[config.mk]
export PLATFORM = sky130hd
export DESIGN_NAME = per_key_connection_counter_core
export DESIGN_NICKNAME = d
export VERILOG_FILES = /design/src/rtl/core/pkcc_pkg.sv /design/src/rtl/core/pkcc_ram.sv /design/src/rtl/core/pkcc_scan.sv /design/src/rtl/core/per_key_connection_counter_core.sv
export SDC_FILE = /design/constraint.sdc
export NUM_CORES = 2
export LEC_CHECK = 0
export BUFFER_PORTS_ARGS = -buffer_cell sky130_fd_sc_hd__buf_2
export CAP_MARGIN = 10
export CORE_UTILIZATION = 45
export CTS_CLUSTER_SIZE = 20
export DETAILED_ROUTE_END_ITERATION = 10
export MAX_ROUTING_LAYER = met4
export SLEW_MARGIN = 40
export SYNTH_ARGS = -nofsm -noshare
export SYNTH_HDL_FRONTEND = slang
export SYNTH_SLANG_ARGS = --single-unit
[constraint.sdc]
create_clock -name aclk -period 16.2 [get_ports aclk]
set_clock_uncertainty 0.1 [all_clocks]
set_input_delay 2.43 -clock aclk [delete_from_list [all_inputs] [get_ports aclk]]
set_output_delay 2.43 -clock aclk [all_outputs]
set_load 0.02 [all_outputs]
[src/rtl/core/pkcc_pkg.sv]
// shared constants, types and codes for the per-key connection counter
`default_nettype none

package pkcc_pkg;

    localparam int ENTRIES      = 64;
    localparam int COUNT_BITS   = 16;
    localparam int ADDR_W       = 32;
    localparam int OPEN_COUNT_W = 16;
    localparam int STATUS_W     = 2;
    localparam int IDX_W        = $clog2(ENTRIES);
    localparam int CNT_EXT_W    = (COUNT_BITS > OPEN_COUNT_W) ? COUNT_BITS : OPEN_COUNT_W;

    localparam logic OP_OPEN    = 1'b0;
    localparam logic OP_RELEASE = 1'b1;

    localparam logic [STATUS_W-1:0] STATUS_OK      = 2'd0;
    localparam logic [STATUS_W-1:0] STATUS_FULL    = 2'd1;
    localparam logic [STATUS_W-1:0] STATUS_UNKNOWN = 2'd2;

    typedef struct packed {
        logic [ADDR_W-1:0]     address;
        logic [COUNT_BITS-1:0] count;
    } entry_t;

    typedef struct packed {
        logic                  done;
        logic                  hit;
        logic [IDX_W-1:0]      hit_idx;
        logic [COUNT_BITS-1:0] hit_count;
        logic                  free_found;
        logic [IDX_W-1:0]      free_idx;
    } scan_res_t;

endpackage

`default_nettype wire

[src/rtl/core/pkcc_ram.sv]
// generic single-port-write, single-port-read ram with registered read data
`default_nettype none

module pkcc_ram #(
    parameter int WIDTH = 8,
    parameter int DEPTH = 16
) (
    input  wire logic                     aclk,
    input  wire logic                     wr_en,
    input  wire logic [$clog2(DEPTH)-1:0] wr_addr,
    input  wire logic [WIDTH-1:0]         wr_data,
    input  wire logic [$clog2(DEPTH)-1:0] rd_addr,
    output logic      [WIDTH-1:0]         rd_data
);

    logic [WIDTH-1:0] mem [DEPTH];

    always_ff @(posedge aclk) begin
        if (wr_en) begin
            mem[wr_addr] <= wr_data;
        end
        rd_data <= mem[rd_addr];
    end

endmodule

`default_nettype wire

[src/rtl/core/pkcc_scan.sv]
// table scan sequencer: walks the entries through one shared key compare
`default_nettype none

module pkcc_scan (
    input  wire logic                              aclk,
    input  wire logic                              aresetn,
    input  wire logic                              start,
    input  wire logic [pkcc_pkg::ADDR_W-1:0]       key,
    input  wire logic [pkcc_pkg::ENTRIES-1:0]      valid_vec,
    input  wire pkcc_pkg::entry_t                  rd_data,
    output logic      [pkcc_pkg::IDX_W-1:0]        rd_addr,
    output pkcc_pkg::scan_res_t                    res
);
    import pkcc_pkg::*;

    logic                  busy_reg, busy_next;
    logic [IDX_W:0]        scan_idx_reg, scan_idx_next;
    logic                  cmp_pend_reg, cmp_pend_next;
    logic [IDX_W-1:0]      cmp_idx_reg, cmp_idx_next;
    logic                  done_reg, done_next;
    logic                  hit_reg, hit_next;
    logic [IDX_W-1:0]      hit_idx_reg, hit_idx_next;
    logic [COUNT_BITS-1:0] hit_count_reg, hit_count_next;
    logic                  free_found_reg, free_found_next;
    logic [IDX_W-1:0]      free_idx_reg, free_idx_next;

    logic cmp_valid;
    logic match;

    assign cmp_valid = valid_vec[cmp_idx_reg];
    assign match     = cmp_valid && (rd_data.address == key);
    assign rd_addr   = scan_idx_reg[IDX_W-1:0];

    always_comb begin
        busy_next       = busy_reg;
        scan_idx_next   = scan_idx_reg;
        cmp_pend_next   = 1'b0;
        cmp_idx_next    = cmp_idx_reg;
        done_next       = 1'b0;
        hit_next        = hit_reg;
        hit_idx_next    = hit_idx_reg;
        hit_count_next  = hit_count_reg;
        free_found_next = free_found_reg;
        free_idx_next   = free_idx_reg;

        if (start) begin
            busy_next       = 1'b1;
            scan_idx_next   = '0;
            hit_next        = 1'b0;
            free_found_next = 1'b0;
        end else if (busy_reg) begin
            // issue the next read while the previous entry is compared
            if (scan_idx_reg < (IDX_W+1)'(ENTRIES)) begin
                cmp_pend_next = 1'b1;
                cmp_idx_next  = scan_idx_reg[IDX_W-1:0];
                scan_idx_next = scan_idx_reg + (IDX_W+1)'(1);
            end
            if (cmp_pend_reg) begin
                if (match) begin
                    hit_next       = 1'b1;
                    hit_idx_next   = cmp_idx_reg;
                    hit_count_next = rd_data.count;
                    busy_next      = 1'b0;
                    cmp_pend_next  = 1'b0;
                    done_next      = 1'b1;
                end else begin
                    // lowest free slot wins
                    if (!cmp_valid && !free_found_reg) begin
                        free_found_next = 1'b1;
                        free_idx_next   = cmp_idx_reg;
                    end
                    if (cmp_idx_reg == IDX_W'(ENTRIES-1)) begin
                        busy_next     = 1'b0;
                        cmp_pend_next = 1'b0;
                        done_next     = 1'b1;
                    end
                end
            end
        end
    end

    always_ff @(posedge aclk) begin
        if (!aresetn) begin
            busy_reg       <= 1'b0;
            scan_idx_reg   <= '0;
            cmp_pend_reg   <= 1'b0;
            done_reg       <= 1'b0;
            hit_reg        <= 1'b0;
            free_found_reg <= 1'b0;
        end else begin
            busy_reg       <= busy_next;
            scan_idx_reg   <= scan_idx_next;
            cmp_pend_reg   <= cmp_pend_next;
            done_reg       <= done_next;
            hit_reg        <= hit_next;
            free_found_reg <= free_found_next;
        end
        cmp_idx_reg   <= cmp_idx_next;
        hit_idx_reg   <= hit_idx_next;
        hit_count_reg <= hit_count_next;
        free_idx_reg  <= free_idx_next;
    end

    assign res = {done_reg, hit_reg, hit_idx_reg, hit_count_reg, free_found_reg, free_idx_reg};

endmodule

`default_nettype wire

[src/rtl/core/per_key_connection_counter_core.sv]
// per-key connection counter: table of client addresses with open-connection counts
// scan: an accepted beat walks the table one entry per cycle, stopping at the first hit;
//   the scan is followed by ST_UPDATE, and the result beat is then valid in ST_OUT
// items: one at a time; a new beat is taken only in ST_IDLE, after the result beat is taken,
//   and the table is walked through the single read port of the entry ram feeding one key compare
// reset: synchronous active-low; clears all valid marks at once, address/count ram is not cleared
`default_nettype none

module per_key_connection_counter_core (
    input  wire logic                                aclk,
    input  wire logic                                aresetn,
    input  wire logic                                s_valid,
    output logic                                     s_ready,
    input  wire logic                                s_op,
    input  wire logic [pkcc_pkg::ADDR_W-1:0]         s_client_address,
    output logic                                     m_valid,
    input  wire logic                                m_ready,
    output logic      [pkcc_pkg::OPEN_COUNT_W-1:0]   m_open_count,
    output logic      [pkcc_pkg::STATUS_W-1:0]       m_status
);
    import pkcc_pkg::*;

    typedef enum logic [1:0] {
        ST_IDLE,
        ST_SCAN,
        ST_UPDATE,
        ST_OUT
    } state_t;

    state_t                  state_reg, state_next;
    logic                    op_reg, op_next;
    logic [ADDR_W-1:0]       key_reg, key_next;
    logic [ENTRIES-1:0]      valid_reg, valid_next;
    logic                    m_valid_reg, m_valid_next;
    logic [OPEN_COUNT_W-1:0] m_open_count_reg, m_open_count_next;
    logic [STATUS_W-1:0]     m_status_reg, m_status_next;

    logic                  start;
    scan_res_t             scan_res;
    logic [IDX_W-1:0]      rd_addr;
    entry_t                rd_data;
    logic                  wr_en;
    logic [IDX_W-1:0]      wr_addr;
    entry_t                wr_data;
    logic [COUNT_BITS-1:0] new_count;
    logic [CNT_EXT_W-1:0]  new_count_ext;

    localparam logic [COUNT_BITS-1:0] COUNT_MAX = '1;

    assign s_ready = (state_reg == ST_IDLE);
    assign start   = s_valid && s_ready;

    pkcc_scan u_scan (
        .aclk      (aclk),
        .aresetn   (aresetn),
        .start     (start),
        .key       (key_reg),
        .valid_vec (valid_reg),
        .rd_data   (rd_data),
        .rd_addr   (rd_addr),
        .res       (scan_res)
    );

    pkcc_ram #(
        .WIDTH ($bits(entry_t)),
        .DEPTH (ENTRIES)
    ) u_entry_ram (
        .aclk    (aclk),
        .wr_en   (wr_en),
        .wr_addr (wr_addr),
        .wr_data (wr_data),
        .rd_addr (rd_addr),
        .rd_data (rd_data)
    );

    // new count of the hit entry, saturating both ways
    always_comb begin
        if (op_reg == OP_OPEN) begin
            new_count = (scan_res.hit_count == COUNT_MAX) ? scan_res.hit_count
                      : scan_res.hit_count + COUNT_BITS'(1);
        end else begin
            new_count = (scan_res.hit_count == '0) ? '0
                      : scan_res.hit_count - COUNT_BITS'(1);
        end
    end

    assign new_count_ext = CNT_EXT_W'(new_count);

    always_comb begin
        state_next        = state_reg;
        op_next           = op_reg;
        key_next          = key_reg;
        valid_next        = valid_reg;
        m_valid_next      = m_valid_reg;
        m_open_count_next = m_open_count_reg;
        m_status_next     = m_status_reg;
        wr_en             = 1'b0;
        wr_addr           = scan_res.hit_idx;
        wr_data.address   = key_reg;
        wr_data.count     = new_count;

        unique case (state_reg)
            ST_IDLE: begin
                if (start) begin
                    op_next    = s_op;
                    key_next   = s_client_address;
                    state_next = ST_SCAN;
                end
            end
            ST_SCAN: begin
                if (scan_res.done) begin
                    state_next = ST_UPDATE;
                end
            end
            ST_UPDATE: begin
                m_valid_next      = 1'b1;
                m_status_next     = STATUS_OK;
                m_open_count_next = '0;
                if (scan_res.hit) begin
                    wr_en             = 1'b1;
                    m_open_count_next = new_count_ext[OPEN_COUNT_W-1:0];
                    if (op_reg == OP_RELEASE && new_count == '0) begin
                        valid_next[scan_res.hit_idx] = 1'b0;
                    end
                end else if (op_reg == OP_OPEN) begin
                    if (scan_res.free_found) begin
                        wr_en                         = 1'b1;
                        wr_addr                       = scan_res.free_idx;
                        wr_data.count                 = COUNT_BITS'(1);
                        valid_next[scan_res.free_idx] = 1'b1;
                        m_open_count_next             = OPEN_COUNT_W'(1);
                    end else begin
                        m_status_next = STATUS_FULL;
                    end
                end else begin
                    m_status_next = STATUS_UNKNOWN;
                end
                state_next = ST_OUT;
            end
            ST_OUT: begin
                if (m_ready) begin
                    m_valid_next = 1'b0;
                    state_next   = ST_IDLE;
                end
            end
            default: begin
                state_next = ST_IDLE;
            end
        endcase
    end

    always_ff @(posedge aclk) begin
        if (!aresetn) begin
            state_reg   <= ST_IDLE;
            valid_reg   <= '0;
            m_valid_reg <= 1'b0;
        end else begin
            state_reg   <= state_next;
            valid_reg   <= valid_next;
            m_valid_reg <= m_valid_next;
        end
        op_reg           <= op_next;
        key_reg          <= key_next;
        m_open_count_reg <= m_open_count_next;
        m_status_reg     <= m_status_next;
    end

    assign m_valid      = m_valid_reg;
    assign m_open_count = m_open_count_reg;
    assign m_status     = m_status_reg;

    a_out_only_in_out_state: assert property (@(posedge aclk) disable iff (!aresetn)
        m_valid_reg |-> state_reg == ST_OUT)
        else $error("result beat outside output state");

    a_no_overlap: assert property (@(posedge aclk) disable iff (!aresetn)
        !(s_ready && m_valid_reg))
        else $error("input taken while result pending");

    a_update_gives_beat: assert property (@(posedge aclk) disable iff (!aresetn)
        state_reg == ST_UPDATE |=> m_valid_reg)
        else $error("update did not produce a result beat");

    a_error_zero_count: assert property (@(posedge aclk) disable iff (!aresetn)
        (m_valid_reg && m_status_reg != STATUS_OK) |-> m_open_count_reg == '0)
        else $error("error status with nonzero count");

    a_scan_done_only_in_scan: assert property (@(posedge aclk) disable iff (!aresetn)
        scan_res.done |-> state_reg == ST_SCAN)
        else $error("scan finished outside scan state");

endmodule

`default_nettype wire
# Yosys cells after proc, flatten, opt, wreduce, memory -nomap -nowiden
# Memories as Yosys holds them, arrays and structs flattened. A register that Yosys moved wholly into a read port is not among the register bits.
# Index checks and enable logic that the tools add are counted.
[op_classes] add_sub_neg=3 n_mul=0 div_mod_pow=0 magnitude_cmp=6 eq_ne=11 shifts=0 muxes=49 bitwise_logic=8 reduce_logical=27
[op_table] cell="$mux W64" count=4
[op_table] cell="$mux W16" count=8
[op_table] cell="$and A64 B64 Y64" count=1
[op_table] cell="$not A64 Y64" count=1
[op_table] cell="$or A64 B64 Y64" count=1
[op_table] cell="$eq A32 B32 Y1" count=1
[op_table] cell="$logic_not A16 Y1" count=2
[op_table] cell="$mux W1" count=24
[op_table] cell="$mux W6" count=4
[op_table] cell="$lt A6 B7 Y1 const B" count=3
[op_table] cell="$add A16 B1 Y16 const B" count=1
[op_table] cell="$eq A16 B16 Y1 const B" count=1
[op_table] cell="$sub A16 B1 Y16 const B" count=1
[op_table] cell="$demux W1 S6" count=2
[op_table] cell="$ge A6 B1 Y1 const B" count=2
[op_table] cell="$reduce_and A4 Y1" count=3
[op_table] cell="$reduce_and A3 Y1" count=3
[op_table] cell="$mux W2" count=4
[op_table] cell="$pmux W2 S4" count=1
[op_table] cell="$add A7 B1 Y7 const B" count=1
[op_table] cell="$lt A7 B7 Y1 const B" count=1
[op_table] cell="$bmux W1 S6" count=1
[op_table] cell="$eq A6 B6 Y1 const B" count=1
[op_table] cell="$logic_and A1 B1 Y1" count=6
[op_table] cell="14 further kinds" count=27
[totals] ff_bits=164 latch_bits=0 ramBits=3072 rom_bits=0 input_bits=37 out_inout_bits=20 elab_cells=123 memories=1
[memory_table] memory="u_entry_ram.mem" words=64 width=48 read_ports=1 rd_ports_with_merged_regs=1 wr=1 line_no="pkcc_ram.sv:16" source="logic [WIDTH-1:0] mem [DEPTH];"

# Longest topological paths before layout
[logic_depth] word_depth=8 mapped_depth=13 ltp_nobuf=10

# Hierarchy
# A second synthesis with hierarchy kept.
[unflattened] hier_cells=5887 area_unflattened_um2=126014.6
[by_module_without_submodules] module="pkcc_ram" n_inst=1 cells_per_inst=4970 area_each_um2=117117.3 seq_area_each_um2=93209.4
[by_module_without_submodules] module="per_key_connection_counter_core" n_inst=1 cells_per_inst=721 area_each_um2=6328.6 seq_area_each_um2=2872.8
[by_module_without_submodules] module="pkcc_scan" n_inst=1 cells_per_inst=196 area_each_um2=2568.7 seq_area_each_um2=1261.2

# Least setup slack after synthesis
# No wires, ideal clock.
[synth_path] path_kind="register to register" from="register op_reg" to="memory u_entry_ram.mem[0][6] (netlist bit) (data pin)" setup_time_ps=905 arrival_time_ps=4949 required_ps=15195 setup_slack_ps=10245 stages_incl_launch_ff=7 n_path_buf=3 synth_period_minus_slack_ps=5955 cell_sequence="edfxtp_1 -> clkbuf_1 -> buf_2 -> buf_1 -> nor2_1 -> nor2_1 -> o41ai_1"
[synth_between] elab_chain_len=5
[synth_lines] item="from (decl)" line_no="per_key_connection_counter_core.sv:31" source="logic op_reg, op_next;"
[synth_lines] item="from (signal assigned)" line_no="per_key_connection_counter_core.sv:162" source="op_reg <= op_next;"
[synth_lines] item="$mux W16" line_no="per_key_connection_counter_core.sv:78" source="if (op_reg == OP_OPEN) begin"
[synth_lines] item="$mux W16" line_no="per_key_connection_counter_core.sv:126" source="if (scan_res.free_found) begin"
[synth_lines] item="$mux W16" line_no="per_key_connection_counter_core.sv:125" source="end else if (op_reg == OP_OPEN) begin"
[synth_lines] item="$mux W16" line_no="per_key_connection_counter_core.sv:119" source="if (scan_res.hit) begin"
[synth_lines] item="$mux W16 *" line_no="per_key_connection_counter_core.sv:102" source="unique case (state_reg)"
[synth_lines] item="net u_entry_ram.wr_data[6]" line_no="pkcc_ram.sv:11" source="input wire logic [WIDTH-1:0] wr_data,"
[synth_lines] item="to (decl)" line_no="pkcc_ram.sv:16"
# Mark *: on every way through the listed nets, which the timed path passes. The rest lies on a longest branch.

# Final worst setup path
[layout_path] from="register op_reg" to="memory u_entry_ram.mem[31][26] (netlist bit) (enable)"
[layout_between] elab_chain_len=5 elab_cells_between_ends=8 classes_between="mux (8)"
[layout_lines] item="$mux W1" line_no="per_key_connection_counter_core.sv:125"
[layout_lines] item="$mux W1" line_no="per_key_connection_counter_core.sv:119"
[layout_lines] item="$mux W1" line_no="per_key_connection_counter_core.sv:102"
[layout_lines] item="$mux W1" line_no="pkcc_ram.sv:19" source="if (wr_en) begin"
[layout_lines] item="$mux W1 (implied by the code)" line_no="pkcc_ram.sv:20" source="mem[wr_addr] <= wr_data;"
# Several ways; a longest one is shown, not always the timed one.

==> flow_metrics.env <==
export IMPL_cp_required_ns=16.66
export IMPL_synth_common_cells="edfxtp_1 (3157), mux4_2 (1024), clkbuf_1 (208)"
export IMPL_grt_util_all_layers_pct=24.69
export IMPL_worstMarginPinSlew_ns=0.8914
export IMPL_ctsHtreeMaxLevel=5
export IMPL_fin_tns_setup_ns=0
export IMPL_routed_via_density=6.263
export IMPL_core_area_um2=277200
export IMPL_synth_fp_nets=5378
export IMPL_start_util_pct=45.36
export IMPL_io_pins=57
export IMPL_hold_ws_ns=0.3550
export IMPL_clk_latency_ns=0.98
export IMPL_power_density_nw_per_um2=136.1
export IMPL_gp_congestion=0.8654
export IMPL_critPathMaxFanout=36
export IMPL_fmax_mhz=194.9
export IMPL_max_stage_delay_ns=0.71
export IMPL_ir_drop_v=0.0001280
export IMPL_grt_max_degree=133
export IMPL_synthTopCellsByArea="edfxtp_1 (75%), mux4_2 (18%), dfxtp_1 (2.0%)"
export IMPL_drt_pass1_iter_count=6
export IMPL_clk_pin_slew_worst_paths_ns=0.06
export IMPL_drt_total_wl_um=334200
export IMPL_port_buffers=56
export IMPL_hpwl_um=184300
export IMPL_numCtsBuffers=345
export IMPL_cp_end_kind="register"
export IMPL_clock_path_buffers=4
export IMPL_min_from="valid_reg[63]"
export IMPL_drive_gt1_share_pct=31.50
export IMPL_p_leak_nw=42.67
export IMPL_hold_violations=0
export IMPL_worstRegToRegCells=10
export IMPL_synth_top_cell_area_share_pct=75.39
export IMPL_worstReg2RegEnd="u_entry_ram.mem[31][26]"
export IMPL_synthFlopType="edfxtp_1"
export IMPL_postRouteAntennaNets=0
export IMPL_synthArstFlopShare_pct=0
export IMPL_final_min_clock_period_ns=5.132
export IMPL_ctsHoldBuffers=0
export IMPL_drv_slew=0
export IMPL_syn_area_um2=125800
export IMPL_syn_inst=5334
export IMPL_start_kind="register"
export IMPL_layout_nets=5687
export IMPL_fillCellCount=21318
export IMPL_cts_sinks=3284
export IMPL_arrival_ns=5.59
export IMPL_syn_to_final_growth_pct=13.98
export IMPL_final_area_um2=143300
export IMPL_yosysMostFrequentCell="edfxtp_1"
export IMPL_route_detailed_drc=0
export IMPL_cts_tree="built"
export IMPL_dieArea_um2=281600
export IMPL_cts_resized=0
export IMPL_antenna_found_initial=35
export IMPL_ys_ff_latch=3284
export IMPL_crit_chain="buf_4 > inv_1 > nand2_1 > nor2_2 > buf_4 > nand2_1 > o21ai_1 > nand2_1 > nor2_4 > buf_4"
export IMPL_rrSetupSlack_ns=11.07
export IMPL_period_share_pct=31.68
export IMPL_die_height_um=530.6
export IMPL_yosysTopAreaCell="edfxtp_1"
export IMPL_reg2reg_from="op_reg"
export IMPL_grt_ovfl_total=0
export IMPL_rsz0062_at_grt="no"
export IMPL_worstSetupPathType="register to register"
export IMPL_routedWlPerCell_um=34.76
export IMPL_rows=193
export IMPL_final_util_pct=51.70
export IMPL_post_synth_cell_area_avg_um2=23.58
export IMPL_placed_area_um2=132300
export IMPL_maxCapViolations=0
export IMPL_postCtsSetupBuffers=0
export IMPL_hold_path_cell_count=2
export IMPL_setup_viol=0
export IMPL_grt_first_pass_wirelength_um=469200
export IMPL_ys_warn_count=0
export IMPL_hold_path_end="valid_reg[63]"
export IMPL_grt_pass1_vias=59907
export IMPL_ys_types=75
export IMPL_largest_reg_flops=3072
export IMPL_drtIter0Drc=8858
export IMPL_root_buffer="clkbuf_16"
export IMPL_vias=60208
export IMPL_synth_yosys_seq_area_share_pct=77.41
export IMPL_relSlewSlack_pct=40.57
export IMPL_die_w_um=530.6
export IMPL_hp_class="register to register"
export IMPL_slowest_stage="buf_4"
export IMPL_status="finished clean"
export IMPL_synth_edff_count=3157
critical path: cells and delay by family (launching register included):
family	cells	cell delay (ns)
buf+inv	4	1.90
compound gates	1	0.41
simple gates	5	1.85
flops	1	0.37
power breakdown:
part | switching, W | internal [W] | total (W) | leakage (nW)
Sequential | 0.0000800 | 0.00973 | 0.00981 | 29.5
Clock | 0.00318 | 0.00445 | 0.00763 | 5.28
Combinational | 0.00126 | 0.000803 | 0.00206 | 7.93
cells in the final DEF, fill, tap and decap left out, types with 10 or more instances in the layout:
master        n
edfxtp_1   3157
mux4_2     1024
clkbuf_16   348
nand2_1     125
dfxtp_1     121
nor2_1       84
clkbuf_1     82
buf_4        80
buf_6        73
nor2_4       69
nor4_1       58
clkinv_2     58
clkinv_1     56
buf_2        56
o22ai_1      41
xor2_1       35
o21ai_0      31
a21oi_1      31
bufinv_16    29
nand3_1      27
nor3_1       24
buf_16       20
nor2b_1      18
buf_12       15
nand4_1      14
inv_1        12
and3_1       12
nand2b_1     12
clkbuf_8     11
diode_2      10
stage by stage:
| step | std cells | worst slack [ns] | total power (W) |
|---|---|---|---|
| detailed placement | 8992 | 11.12 | 0.01206 |
| CTS | 9595 | 11.05 | 0.01964 |
| floorplan | 5334 | 10.25 | 0.01129 |
| global placement | 8964 | 10.59 | 0.01202 |
| global route | 9610 | 10.84 | 0.02009 |
| finish | 9614 | 11.07 | 0.01951 |
layer usage:
metal  wire length (µm)  GRT usage, %  up-vias
met5                  0             -        -
met4               5771         5.008        0
met3              31130         5.049      378
met2             157600         37.20     2983
met1             139700         35.18    33264
li1                   -             -    23583
cell type report:
| cell class | instances | area [µm²] | share of cell area [%] |
|---|---|---|---|
| Sequential cell | 3284 | 97370 | 67.93 |
| Multi-Input combinational cell | 1747 | 27810 | 19.40 |
| Clock buffer | 441 | 9168 | 6.396 |
| Tap cell | 3705 | 4636 | 3.234 |
| Timing Repair Buffer | 252 | 2674 | 1.865 |
| Clock inverter | 162 | 1610 | 1.123 |
| Inverter | 13 | 48.80 | 0.03404 |
| Antenna cell | 10 | 25.02 | 0.01746 |
how the worst max path moves through the flow:
stage | cells after the start | endpoint | startpoint
finish | 10 | u_entry_ram.mem[31][26] | op_reg
global placement | 10 | u_entry_ram.mem[11][35] | state_reg[0]
floorplan | 6 | u_entry_ram.mem[0][6] | op_reg
global route | 10 | u_entry_ram.mem[30][24] | op_reg
detailed placement | 7 | u_entry_ram.rd_data[4] | u_scan.scan_idx_reg[0]
CTS | 10 | u_entry_ram.mem[31][26] | op_reg
logic make-up (layout without fill, tap and decap cells):
kind of cell | count (synthesis) | after routing | share of synthesized area (%)
mux | 1031 | 1031 | 18.40
buf+inv | 303 | 868 | 0.9801
other cells | 0 | 10 | 0
compound gates | 169 | 169 | 0.8836
xor+xnor | 42 | 42 | 0.2925
simple gates | 498 | 498 | 1.967
fa+ha+maj | 7 | 7 | 0.06965
flops | 3284 | 3284 | 77.41
Note: power is estimated with default switching activity, not from simulation.
